**src/rtl/core/gsno_pkg.sv**
```systemverilog
// Shared constants, types and the semitone table of the gated sine note oscillator.
package gsno_pkg;

    localparam int PHASE_BITS      = 32;
    localparam int SINE_TABLE_BITS = 10;
    localparam int SAMPLE_BITS     = 16;

    localparam int OPCODE_BITS    = 2;
    localparam int NOTE_BITS      = 7;
    localparam int PITCH_BITS     = 16;
    localparam int VOL_BITS       = 16;
    localparam int SR_BITS        = 18;
    localparam int CFG_INDEX_BITS = 2;
    localparam int CFG_DATA_BITS  = 18;

    localparam logic [OPCODE_BITS-1:0] OP_TICK     = 2'd0;
    localparam logic [OPCODE_BITS-1:0] OP_NOTE_ON  = 2'd1;
    localparam logic [OPCODE_BITS-1:0] OP_NOTE_OFF = 2'd2;

    localparam logic [CFG_INDEX_BITS-1:0] CFG_PITCH  = 2'd0;
    localparam logic [CFG_INDEX_BITS-1:0] CFG_VOLUME = 2'd1;
    localparam logic [CFG_INDEX_BITS-1:0] CFG_RATE   = 2'd2;

    localparam logic [PITCH_BITS-1:0] PITCH_RESET  = 16'd32768;
    localparam logic [VOL_BITS-1:0]   VOLUME_RESET = 16'd32768;
    localparam logic [SR_BITS-1:0]    RATE_RESET   = 18'd48000;

    // pitch word: note*8192 + 3*offset, 1/8192 semitone steps
    localparam int FRAC_BITS = 13;
    localparam int V_BITS    = 21;
    localparam int S_BITS    = V_BITS - FRAC_BITS;
    localparam int OCT_BITS  = 4;
    localparam int K_BITS    = 4;

    localparam logic [S_BITS-1:0] SEMIS_PER_OCT = 8'd12;
    localparam logic [7:0]        DIV12_RECIP   = 8'd171;
    localparam int                DIV12_SHIFT   = 11;

    localparam int TBL_BITS   = 28;
    localparam int DIFF_BITS  = 23;
    localparam int FREQ_BITS  = 32;
    localparam int FREQ_DROP  = 8;
    localparam int SHIFT_BITS = FREQ_BITS + FREQ_DROP;

    localparam int DIV_BITS     = FREQ_BITS + PHASE_BITS - 16;
    localparam int DIV_CNT_BITS = $clog2(DIV_BITS);

    localparam int MUL_A_BITS = 23;
    localparam int MUL_B_BITS = 16;
    localparam int MUL_P_BITS = MUL_A_BITS + MUL_B_BITS;

    localparam int Q_SHIFT = 15;
    localparam int Z_BITS  = 16;
    localparam int X_BITS  = SINE_TABLE_BITS - 2;
    localparam int Z_SHIFT = 17 - SINE_TABLE_BITS;

    localparam logic [Z_BITS-1:0]     Z_QUARTER = 16'd32768;
    localparam logic [MUL_B_BITS-1:0] C_T2      = 16'd2320;
    localparam logic [14:0]           C_T       = 15'd21024;
    localparam logic [Z_BITS-1:0]     C_U       = 16'd51472;
    localparam logic [14:0]           SINE_MAX  = 15'd32767;

    typedef enum logic [3:0] {
        ST_IDLE,
        ST_OCT,
        ST_SEMI,
        ST_INTERP,
        ST_FREQ,
        ST_DIV,
        ST_Z2,
        ST_T,
        ST_U,
        ST_S,
        ST_MAG,
        ST_EMIT
    } state_t;

    typedef struct packed {
        logic                  en;
        logic [MUL_A_BITS-1:0] a;
        logic [MUL_B_BITS-1:0] b;
    } mul_req_t;

    typedef struct packed {
        logic                start;
        logic [DIV_BITS-1:0] dividend;
        logic [SR_BITS-1:0]  divisor;
    } div_req_t;

    typedef struct packed {
        logic                  done;
        logic [PHASE_BITS-1:0] quotient;
    } div_rsp_t;

    // frequency of note k-12 in Q4.24
    function automatic logic [TBL_BITS-1:0] semitone_freq(input logic [K_BITS-1:0] k);
        logic [TBL_BITS-1:0] f;
        case (k)
            4'd0:    f = 28'd68583572;
            4'd1:    f = 28'd72661763;
            4'd2:    f = 28'd76982457;
            4'd3:    f = 28'd81560072;
            4'd4:    f = 28'd86409886;
            4'd5:    f = 28'd91548085;
            4'd6:    f = 28'd96991818;
            4'd7:    f = 28'd102759251;
            4'd8:    f = 28'd108869634;
            4'd9:    f = 28'd115343360;
            4'd10:   f = 28'd122202033;
            4'd11:   f = 28'd129468544;
            4'd12:   f = 28'd137167144;
            default: f = '0;
        endcase
        return f;
    endfunction

endpackage

```
**src/rtl/core/gsno_if.sv**
```systemverilog
// Valid/ready channel interfaces for note commands and audio samples.
interface gsno_cmd_if;
    import gsno_pkg::*;

    logic                   valid;
    logic                   ready;
    logic [OPCODE_BITS-1:0] opcode;
    logic [NOTE_BITS-1:0]   note_number;

    modport source (output valid, output opcode, output note_number, input ready);
    modport sink   (input valid, input opcode, input note_number, output ready);
endinterface

interface gsno_audio_if;
    import gsno_pkg::*;

    logic                          valid;
    logic                          ready;
    logic signed [SAMPLE_BITS-1:0] sample;

    modport source (output valid, output sample, input ready);
    modport sink   (input valid, input sample, output ready);
endinterface

```
**src/rtl/core/gsno_mul.sv**
```systemverilog
// Shared unsigned multiplier with registered product.
module gsno_mul (
    input  logic                                clk,
    input  gsno_pkg::mul_req_t                  req,
    output logic [gsno_pkg::MUL_P_BITS-1:0]     prod
);
    import gsno_pkg::*;

    logic [MUL_P_BITS-1:0] prod_reg;

    always_ff @(posedge clk)
    begin
        if (req.en)
        begin
            prod_reg <= MUL_P_BITS'(req.a) * MUL_P_BITS'(req.b);
        end
    end

    assign prod = prod_reg;

endmodule

```
**src/rtl/core/gsno_div.sv**
```systemverilog
// Restoring divider, one quotient bit per cycle, quotient kept modulo the phase width.
module gsno_div (
    input  logic               clk,
    input  logic               rst_n,
    input  gsno_pkg::div_req_t req,
    output gsno_pkg::div_rsp_t rsp
);
    import gsno_pkg::*;

    logic                    busy_reg, busy_next;
    logic                    done_reg, done_next;
    logic [DIV_CNT_BITS-1:0] cnt_reg, cnt_next;
    logic [DIV_BITS-1:0]     dvd_reg, dvd_next;
    logic [SR_BITS-1:0]      dsr_reg, dsr_next;
    logic [SR_BITS-1:0]      rem_reg, rem_next;
    logic [PHASE_BITS-1:0]   quo_reg, quo_next;

    logic [SR_BITS:0] trial;
    logic             ge;

    assign trial = {rem_reg, dvd_reg[DIV_BITS-1]};
    assign ge    = trial >= {1'b0, dsr_reg};

    always_comb
    begin
        busy_next = busy_reg;
        done_next = 1'b0;
        cnt_next  = cnt_reg;
        dvd_next  = dvd_reg;
        dsr_next  = dsr_reg;
        rem_next  = rem_reg;
        quo_next  = quo_reg;
        if (req.start)
        begin
            busy_next = 1'b1;
            cnt_next  = '0;
            dvd_next  = req.dividend;
            dsr_next  = req.divisor;
            rem_next  = '0;
            quo_next  = '0;
        end
        else if (busy_reg)
        begin
            dvd_next = dvd_reg << 1;
            rem_next = ge ? SR_BITS'(trial - {1'b0, dsr_reg}) : trial[SR_BITS-1:0];
            quo_next = {quo_reg[PHASE_BITS-2:0], ge};
            cnt_next = DIV_CNT_BITS'(cnt_reg + 1'b1);
            if (cnt_reg == DIV_CNT_BITS'(DIV_BITS - 1))
            begin
                busy_next = 1'b0;
                done_next = 1'b1;
            end
        end
    end

    always_ff @(posedge clk or negedge rst_n)
    begin
        if (!rst_n)
        begin
            busy_reg <= 1'b0;
            done_reg <= 1'b0;
            cnt_reg  <= '0;
        end
        else
        begin
            busy_reg <= busy_next;
            done_reg <= done_next;
            cnt_reg  <= cnt_next;
        end
    end

    always_ff @(posedge clk)
    begin
        dvd_reg <= dvd_next;
        dsr_reg <= dsr_next;
        rem_reg <= rem_next;
        quo_reg <= quo_next;
    end

    assign rsp.done     = done_reg;
    assign rsp.quotient = quo_reg;

endmodule

```
**src/rtl/core/gated_sine_note_oscillator_top.sv**
```systemverilog
// Top level of the gated sine note oscillator: sequencer, state and config registers.
//
//   port       dir   handshake      payload
//   cmd        in    valid/ready    opcode[1:0], note_number[6:0]
//   audio      out   valid/ready    sample[15:0] signed Q1.15
//   cfg_*      in    cfg_we only    cfg_index[1:0], cfg_data[17:0]
//
// Note on/off and ignored opcodes leave the sequencer idle; a tick runs from transfer to
// ready through four setup steps, the 48-step restoring divider, five multiplier steps
// (skipped with the gate closed) and one output step; seven multiplier passes, or two with the gate closed.
// A zero sample rate makes a tick a no-op.
// After reset the block is idle with the gate closed and phase zero.
// A stalled sample holds the sequencer in its last step until the output slot frees.
module gated_sine_note_oscillator_top (
    input  logic                                clk,
    input  logic                                rst_n,
    gsno_cmd_if.sink                            cmd,
    gsno_audio_if.source                        audio,
    input  logic                                cfg_we,
    input  logic [gsno_pkg::CFG_INDEX_BITS-1:0] cfg_index,
    input  logic [gsno_pkg::CFG_DATA_BITS-1:0]  cfg_data
);
    import gsno_pkg::*;

    state_t state_reg, state_next;

    logic [PITCH_BITS-1:0] pitch_reg;
    logic [VOL_BITS-1:0]   volume_reg;
    logic [SR_BITS-1:0]    rate_reg;

    logic [PHASE_BITS-1:0]  phase_reg;
    logic [NOTE_BITS-1:0]   held_note_reg;
    logic                   gate_reg;
    logic                   out_valid_reg;
    logic [SAMPLE_BITS-1:0] sample_reg;

    logic [V_BITS-1:0]   v_reg;
    logic [OCT_BITS-1:0] oct_reg;
    logic [K_BITS-1:0]   k_reg;
    logic [Z_BITS-1:0]   z2_reg;

    mul_req_t              mul_req;
    logic [MUL_P_BITS-1:0] mul_prod;
    div_req_t              div_req;
    div_rsp_t              div_rsp;

    logic cmd_xfer;
    logic emit;

    logic [V_BITS-1:0]      v_now;
    logic [S_BITS-1:0]      s_val;
    logic [OCT_BITS-1:0]    oct_now;
    logic [K_BITS-1:0]      k_now;
    logic [DIFF_BITS-1:0]   diff;
    logic [TBL_BITS-1:0]    base;
    logic [SHIFT_BITS-1:0]  shifted;
    logic [FREQ_BITS-1:0]   fr;
    logic [SINE_TABLE_BITS-1:0] idx;
    logic [X_BITS-1:0]      x_val;
    logic [Z_BITS-1:0]      z_base;
    logic [Z_BITS-1:0]      z_val;
    logic [Z_BITS-1:0]      z2_now;
    logic [14:0]            t_val;
    logic [Z_BITS-1:0]      u_val;
    logic [Z_BITS-1:0]      s_raw;
    logic [14:0]            s_sat;
    logic [SAMPLE_BITS-1:0] mag;
    logic [SAMPLE_BITS-1:0] sample_now;

    gsno_mul u_mul (
        .clk  (clk),
        .req  (mul_req),
        .prod (mul_prod)
    );

    gsno_div u_div (
        .clk   (clk),
        .rst_n (rst_n),
        .req   (div_req),
        .rsp   (div_rsp)
    );

    // datapath
    assign v_now   = (V_BITS'(held_note_reg) << FRAC_BITS) + (V_BITS'(pitch_reg) << 1)
                   + V_BITS'(pitch_reg);
    assign s_val   = v_reg[V_BITS-1:FRAC_BITS];
    assign oct_now = OCT_BITS'(mul_prod >> DIV12_SHIFT);
    assign k_now   = K_BITS'(s_val - S_BITS'(oct_now) * SEMIS_PER_OCT);
    assign diff    = DIFF_BITS'(semitone_freq(K_BITS'(k_reg + 1'b1)) - semitone_freq(k_reg));
    assign base    = TBL_BITS'(semitone_freq(k_reg) + TBL_BITS'(mul_prod >> FRAC_BITS));
    assign shifted = SHIFT_BITS'(base) << oct_reg;
    assign fr      = shifted[SHIFT_BITS-1 -: FREQ_BITS];

    assign idx    = phase_reg[PHASE_BITS-1 -: SINE_TABLE_BITS];
    assign x_val  = idx[X_BITS-1:0];
    assign z_base = Z_BITS'(x_val) << Z_SHIFT;
    assign z_val  = idx[X_BITS] ? Z_BITS'(Z_QUARTER - z_base) : z_base;

    assign z2_now = Z_BITS'(mul_prod >> Q_SHIFT);
    assign t_val  = 15'(C_T - 15'(mul_prod >> Q_SHIFT));
    assign u_val  = Z_BITS'(C_U - Z_BITS'(mul_prod >> Q_SHIFT));
    assign s_raw  = Z_BITS'(mul_prod >> Q_SHIFT);
    assign s_sat  = (s_raw > Z_BITS'(SINE_MAX)) ? SINE_MAX : s_raw[14:0];

    assign mag        = SAMPLE_BITS'(mul_prod >> (32 - SAMPLE_BITS));
    assign sample_now = !gate_reg ? '0
                      : (idx[SINE_TABLE_BITS-1] ? SAMPLE_BITS'(SAMPLE_BITS'(0) - mag) : mag);

    assign cmd_xfer = cmd.valid && cmd.ready;
    assign emit     = (state_reg == ST_EMIT) && (!out_valid_reg || audio.ready);

    // next state
    always_comb
    begin
        state_next = state_reg;
        unique case (state_reg)
            ST_IDLE:
            begin
                if (cmd_xfer && cmd.opcode == OP_TICK && rate_reg != '0)
                begin
                    state_next = ST_OCT;
                end
            end
            ST_OCT:    state_next = ST_SEMI;
            ST_SEMI:   state_next = ST_INTERP;
            ST_INTERP: state_next = ST_FREQ;
            ST_FREQ:   state_next = ST_DIV;
            ST_DIV:
            begin
                if (div_rsp.done)
                begin
                    state_next = gate_reg ? ST_Z2 : ST_EMIT;
                end
            end
            ST_Z2:     state_next = ST_T;
            ST_T:      state_next = ST_U;
            ST_U:      state_next = ST_S;
            ST_S:      state_next = ST_MAG;
            ST_MAG:    state_next = ST_EMIT;
            ST_EMIT:
            begin
                if (emit)
                begin
                    state_next = ST_IDLE;
                end
            end
            default:   state_next = ST_IDLE;
        endcase
    end

    // unit requests
    always_comb
    begin
        mul_req          = '0;
        div_req.start    = 1'b0;
        div_req.dividend = DIV_BITS'(fr) << (PHASE_BITS - 16);
        div_req.divisor  = rate_reg;
        unique case (state_reg)
            ST_OCT:
            begin
                mul_req.en = 1'b1;
                mul_req.a  = MUL_A_BITS'(s_val);
                mul_req.b  = MUL_B_BITS'(DIV12_RECIP);
            end
            ST_INTERP:
            begin
                mul_req.en = 1'b1;
                mul_req.a  = MUL_A_BITS'(diff);
                mul_req.b  = MUL_B_BITS'(v_reg[FRAC_BITS-1:0]);
            end
            ST_FREQ:
            begin
                div_req.start = 1'b1;
            end
            ST_Z2:
            begin
                mul_req.en = 1'b1;
                mul_req.a  = MUL_A_BITS'(z_val);
                mul_req.b  = z_val;
            end
            ST_T:
            begin
                mul_req.en = 1'b1;
                mul_req.a  = MUL_A_BITS'(z2_now);
                mul_req.b  = C_T2;
            end
            ST_U:
            begin
                mul_req.en = 1'b1;
                mul_req.a  = MUL_A_BITS'(z2_reg);
                mul_req.b  = MUL_B_BITS'(t_val);
            end
            ST_S:
            begin
                mul_req.en = 1'b1;
                mul_req.a  = MUL_A_BITS'(z_val);
                mul_req.b  = u_val;
            end
            ST_MAG:
            begin
                mul_req.en = 1'b1;
                mul_req.a  = MUL_A_BITS'(s_sat);
                mul_req.b  = volume_reg;
            end
            default:
            begin
                mul_req = '0;
            end
        endcase
    end

    assign cmd.ready    = (state_reg == ST_IDLE);
    assign audio.valid  = out_valid_reg;
    assign audio.sample = sample_reg;

    always_ff @(posedge clk or negedge rst_n)
    begin
        if (!rst_n)
        begin
            pitch_reg  <= PITCH_RESET;
            volume_reg <= VOLUME_RESET;
            rate_reg   <= RATE_RESET;
        end
        else if (cfg_we)
        begin
            unique case (cfg_index)
                CFG_PITCH:  pitch_reg  <= cfg_data[PITCH_BITS-1:0];
                CFG_VOLUME: volume_reg <= cfg_data[VOL_BITS-1:0];
                CFG_RATE:   rate_reg   <= cfg_data[SR_BITS-1:0];
                default:    ;
            endcase
        end
    end

    always_ff @(posedge clk or negedge rst_n)
    begin
        if (!rst_n)
        begin
            state_reg     <= ST_IDLE;
            phase_reg     <= '0;
            held_note_reg <= '0;
            gate_reg      <= 1'b0;
            out_valid_reg <= 1'b0;
        end
        else
        begin
            state_reg <= state_next;
            if (cmd_xfer)
            begin
                unique case (cmd.opcode)
                    OP_NOTE_ON:
                    begin
                        held_note_reg <= cmd.note_number;
                        gate_reg      <= 1'b1;
                    end
                    OP_NOTE_OFF:
                    begin
                        gate_reg <= 1'b0;
                    end
                    default: ;
                endcase
            end
            if (state_reg == ST_DIV && div_rsp.done)
            begin
                phase_reg <= PHASE_BITS'(phase_reg + div_rsp.quotient);
            end
            if (emit)
            begin
                out_valid_reg <= 1'b1;
            end
            else if (audio.ready)
            begin
                out_valid_reg <= 1'b0;
            end
        end
    end

    always_ff @(posedge clk)
    begin
        if (cmd_xfer)
        begin
            v_reg <= v_now;
        end
        if (state_reg == ST_SEMI)
        begin
            oct_reg <= oct_now;
            k_reg   <= k_now;
        end
        if (state_reg == ST_T)
        begin
            z2_reg <= z2_now;
        end
        if (emit)
        begin
            sample_reg <= sample_now;
        end
    end

`ifndef NO_ASSERTIONS
    a_div_leaves: assert property (@(posedge clk) disable iff (!rst_n)
        (state_reg == ST_DIV && div_rsp.done) |=> (state_reg != ST_DIV))
        else $error("sequencer stayed in divide after quotient");

    a_phase_hold: assert property (@(posedge clk) disable iff (!rst_n)
        !(state_reg == ST_DIV && div_rsp.done) |=> $stable(phase_reg))
        else $error("phase changed outside a tick update");

    a_emit_stall: assert property (@(posedge clk) disable iff (!rst_n)
        (state_reg == ST_EMIT && out_valid_reg && !audio.ready) |=> (state_reg == ST_EMIT))
        else $error("sample emitted over an untaken one");

    a_zero_rate: assert property (@(posedge clk) disable iff (!rst_n)
        (cmd_xfer && cmd.opcode == OP_TICK && rate_reg == '0) |=> (state_reg == ST_IDLE))
        else $error("tick with zero rate started work");

    a_emit_loads: assert property (@(posedge clk) disable iff (!rst_n)
        emit |=> (out_valid_reg && sample_reg == $past(sample_now)))
        else $error("emitted sample not presented");
`endif

endmodule

```
**src/flat_wrapper.sv**
```systemverilog
// flat-port wrapper written by rule: the top's interface ports become plain ports
module gated_sine_note_oscillator_top_flat import gsno_pkg::*;
  (clk, rst_n, cfg_we, cfg_index, cfg_data, cmd_valid, cmd_opcode, cmd_note_number, cmd_ready, audio_valid, audio_sample, audio_ready);
  gsno_cmd_if cmd_i ();
  gsno_audio_if audio_i ();
  input  logic clk;
  input  logic rst_n;
  input  logic cfg_we;
  input  logic [gsno_pkg::CFG_INDEX_BITS-1:0] cfg_index;
  input  logic [gsno_pkg::CFG_DATA_BITS-1:0] cfg_data;
  input wire logic [$bits(cmd_i.valid)-1:0] cmd_valid;
  input wire logic [$bits(cmd_i.opcode)-1:0] cmd_opcode;
  input wire logic [$bits(cmd_i.note_number)-1:0] cmd_note_number;
  output wire logic [$bits(cmd_i.ready)-1:0] cmd_ready;
  output wire logic [$bits(audio_i.valid)-1:0] audio_valid;
  output wire logic [$bits(audio_i.sample)-1:0] audio_sample;
  input wire logic [$bits(audio_i.ready)-1:0] audio_ready;
  assign cmd_i.valid = cmd_valid;
  assign cmd_i.opcode = cmd_opcode;
  assign cmd_i.note_number = cmd_note_number;
  assign cmd_ready = cmd_i.ready;
  assign audio_valid = audio_i.valid;
  assign audio_sample = audio_i.sample;
  assign audio_i.ready = audio_ready;
  gated_sine_note_oscillator_top u_core (.clk(clk), .rst_n(rst_n), .cmd(cmd_i), .audio(audio_i), .cfg_we(cfg_we), .cfg_index(cfg_index), .cfg_data(cfg_data));
endmodule
```
**config.mk**
```make
export PLATFORM = sky130hd
export DESIGN_NAME = gated_sine_note_oscillator_top_flat
export DESIGN_NICKNAME = d
export VERILOG_FILES = /design/src/rtl/core/gsno_pkg.sv /design/src/rtl/core/gsno_if.sv /design/src/rtl/core/gsno_mul.sv /design/src/rtl/core/gsno_div.sv /design/src/rtl/core/gated_sine_note_oscillator_top.sv /design/src/flat_wrapper.sv
export SDC_FILE = /design/constraint.sdc
export NUM_CORES = 2
export LEC_CHECK = 0
export ABC_AREA = 0
export BUFFER_PORTS_ARGS = -buffer_cell sky130_fd_sc_hd__buf_4
export CAP_MARGIN = 20
export CORE_MARGIN = 1
export CORE_UTILIZATION = 50
export DETAILED_ROUTE_END_ITERATION = 6
export GPL_TIMING_DRIVEN = 0
export PLACE_DENSITY = 0.71
export RECOVER_POWER = 100
export SLEW_MARGIN = 10
export SYNTH_ARGS = -nofsm -noshare
export SYNTH_HDL_FRONTEND = slang
export SYNTH_SLANG_ARGS = --single-unit
```
**constraint.sdc**
```tcl
create_clock -name clk -period 9.8 [get_ports clk]
set_clock_uncertainty 0.15 [all_clocks]
set_input_delay 0.49 -clock clk [delete_from_list [all_inputs] [get_ports clk]]
set_output_delay 0.49 -clock clk [all_outputs]
set_load 0.01 [all_outputs]
```
==> results_dict.tcl <==
set metrics [dict create \
    run_status "finished, violations left" \
    violated_checks "design-rule violations, max-capacitance violations, max-slew violations" \
    postSynthRegisterBits 320 \
    ctsHtreeMaxLevel 2 \
    critical_path.reg2reg.startpoint "u_core.k_reg[2]" \
    final_hold_viol_count 0 \
    cts_tree "done" \
    rr_endpoint "u_core.u_mul.prod[36]" \
    worstRegToRegCells 36 \
    post_synth_instance_area_um2 32300 \
    fin_crit_sh_pct 99.0 \
    multiInputGateArea_um2 22600 \
    synthToLayoutAreaGrowth_pct 12.5 \
    antenna_found_initial 2 \
    slew_violations 154 \
    floorplan.initialDensity_pct 51.0 \
    cp-start-kind "flip-flop" \
    wire_per_inst_um 20.8 \
    power.density_nw_per_um2 114 \
    critPathMaxStageDelay_ps 550 \
    arrival_ps 9820 \
    synth.yosys.warnings 0 \
    timing.setup.tns_ps 0 \
    rows 92 \
    whs_ps 23.0 \
    max-slew-margin-rel_pct -282 \
    worstSetupPathType "flip-flop to flip-flop" \
    totalPowerFinal_mw 4.15 \
    clock.fmax_ghz 0.103 \
    final_net_count 4285 \
    timing.hold.worst.start "cmd_note_number[5]" \
    dominantRegCellSynth "sky130_fd_sc_hd__edfxtp_1" \
    die-area_um2 65700 \
    placedInstanceArea_um2 33900 \
    reg2reg_setup_slack_ps 100 \
    min_path_cells 2 \
    finalSetupViolations 0 \
    critPathMaxFanout 6 \
    cts_root_buffer "sky130_fd_sc_hd__clkbuf_16" \
    post_synth_edffs 139 \
    post_synth_inst_count 3516 \
    route.final.wire_length_mm 95.0 \
    tightest_slew_ps 5730 \
    irDropWorstVdd_mv 0.121 \
    grt_overflow_total 0 \
    tritoncts.num_buffers 39 \
    core_um2 63400 \
    async_flop_share_pct 32.2 \
    clock_latency_at_the_later_pin_of_the_worst_skew_pair_ps 570 \
    place.detailed.hpwl_mm 74.5 \
    grt_setup_unrepaired "yes" \
    drtAntennaViolNets 0 \
    drt_pre_antenna_iters 7 \
    period_needed_ps 9700 \
    gr-usage-all-layers_pct 28.9 \
    critical_path.most_common_cell "sky130_fd_sc_hd__fa_1" \
    worst_hold_path_type "input pin to flip-flop" \
    total_leakage_power_nw 16.2 \
    synthDistinctLibCells 100 \
    io_buffers 51 \
    gpl_wtd_cong 1.03 \
    avgViaCountPerCell 5.86 \
    die_outline_width_um 256 \
    worst_ep_required_time_ps 9920 \
    critPathCaptureType "flip-flop" \
    tritoncts_num_sinks 320 \
    grt_max_degree 104 \
    final-seq-area_um2 8320 \
    cp_slowest_cell "sky130_fd_sc_hd__fa_1" \
    final_cell_area_um2 36400 \
    clock_path_buffers 3 \
    post-route-drc-count 5 \
    floorplan.io_pins 52 \
    max_cap_viols 4 \
    ys_seq_area_share_pct 25.8 \
    die_h_um 256 \
    min_to "u_core.held_note_reg[5]" \
    syn_area_per_cell_um2 9.19 \
    via_count 26800 \
    drive_gt1_share_pct 11.0 \
    grt_pass1_vias 26000 \
    filler_cell_count 5583 \
    drt_iter0_drcs 2636 \
    cts.reportedPaths.clkPinSlew_ps 60 \
    grt_first_pass_wirelength_mm 149 \
]
==> stage by stage <==
step / utilization, % / setup slack, ps / cells
final: 57.3 / 96.5 / 4568
after detailed placement: 53.5 / -1930 / 4438
after global routing: 57.3 / -138 / 4568
after global placement: 53.3 / -1920 / 4432
after CTS: 56.3 / 0.997 / 4536
after floorplan: - / 94.0 / 3535
==> report_power, final <==
part	internal [mW]	leakage (nW)	switching, mW
clock	0.820	0.604	0.604
sequential	1.57	3.17	0.125
combinational	0.476	12.4	0.556
==> cells in the final DEF (no fill, tap or decap), types with 60 or more instances in the layout <==
master                     netlist  routed
sky130_fd_sc_hd__inv_1         422     414
sky130_fd_sc_hd__nand2_1       404     401
sky130_fd_sc_hd__nor2_1        326     320
sky130_fd_sc_hd__fa_1          299     296
sky130_fd_sc_hd__ha_1          260     244
sky130_fd_sc_hd__o21ai_0       157     157
sky130_fd_sc_hd__a21oi_1       155     145
sky130_fd_sc_hd__edfxtp_1      139     139
sky130_fd_sc_hd__clkbuf_1      111     134
sky130_fd_sc_hd__buf_4           5      95
sky130_fd_sc_hd__dfrtp_1        94      94
sky130_fd_sc_hd__xnor2_1       103      90
sky130_fd_sc_hd__mux2i_1        81      81
sky130_fd_sc_hd__dfxtp_1        78      78
sky130_fd_sc_hd__mux2_2         69      67
sky130_fd_sc_hd__a21o_1         62      60
==> synthesized netlist by cell type, drive strengths merged (23+ instances only) <==
cell type / n / area share [%]
xnor2: 103 / 2.8
a211oi: 30 / 0.71
o21a: 29 / 0.67
buf: 34 / 0.63
xor2: 55 / 1.5
nor2b: 27 / 0.52
o22ai: 23 / 0.45
a31oi: 26 / 0.50
nand3: 41 / 0.63
nor2: 326 / 3.8
mux2i: 81 / 2.5
dfrtp: 94 / 7.3
mux2: 69 / 2.4
ha: 260 / 10
clkbuf: 112 / 1.3
nand2b: 45 / 0.87
edfxtp: 139 / 13
nor3: 55 / 0.87
nand2: 405 / 4.7
dfxtp: 78 / 4.8
a21o: 63 / 1.5
inv: 422 / 4.9
and2: 28 / 0.54
o21ai: 164 / 2.5
a21oi: 158 / 2.5
fa: 299 / 19
o211ai: 23 / 0.53
==> how the worst max path moves through the flow <==
stage,end,startpoint,slack [ps]
final,u_core.u_mul.prod[36],u_core.k_reg[2],100
after global routing,u_core.u_mul.prod[36],u_core.k_reg[2],-140
after CTS,u_core.u_mul.prod[36],u_core.k_reg[1],1
after detailed placement,u_core.u_mul.prod[36],u_core.k_reg[0],-1930
after global placement,u_core.u_mul.prod[36],u_core.k_reg[0],-1920
after floorplan,u_core.u_mul.prod[36],u_core.k_reg[0],90
==> logic make-up (layout without fill, tap and decap cells) <==
| group | Yosys count | after routing | share of synthesized area (%) |
|---|---|---|---|
| flops | 320 | 320 | 25.8 |
| buf+inv | 570 | 756 | 6.86 |
| simple gates | 1059 | 1059 | 14.8 |
| xor+xnor | 158 | 158 | 4.28 |
| compound gates | 690 | 690 | 14.2 |
| other cells | 2 | 22 | 0.0232 |
| fa+ha+maj | 559 | 559 | 28.6 |
| mux | 158 | 158 | 5.47 |
==> routing by layer <==
metal	wire (µm)	vias up	part of all wire (%)	global-route usage, %
li1	-	12300	-	-
met1	39700	13000	42	40.4
met2	42300	1201	45	44.6
met3	8740	229	9.2	5.07
met4	4170	0	4.4	11.5
met5	0	-	0	0
==> what timing repair did <==
item                                   in CTS  in global routing
gates cloned                                0                  0
hold buffers                                4                  0
endpoints found under the hold margin      97                  0
setup endpoints to repair                  24                 20
pin swaps                                  23                 68
buffers inserted                           30                 33
resized for setup                          66                119
==> final cells by class <==
| type | count | area share, % |
|---|---|---|
| sequential | 320 | 22.9 |
| antenna | 1 | 0.00688 |
| multi-input combinational | 2645 | 62.2 |
| inverter | 424 | 4.40 |
| timing repair buffer | 125 | 2.41 |
| tap | 846 | 2.91 |
| buffer | 137 | 1.77 |
| clock buffer | 52 | 3.02 |
| clock inverter | 18 | 0.396 |
==> critical path: cells and delay by family, from the launching register on <==
family | cells | cell delay (ps)
adders and majority gates | 8 | 3520
buffers and inverters | 6 | 700
and+or+nand+nor | 6 | 940
xor gates and xnor gates | 2 | 320
DFF | 1 | 470
AOI/OAI and AO/OA | 14 | 3340
(Power assumes the default switching activity.)
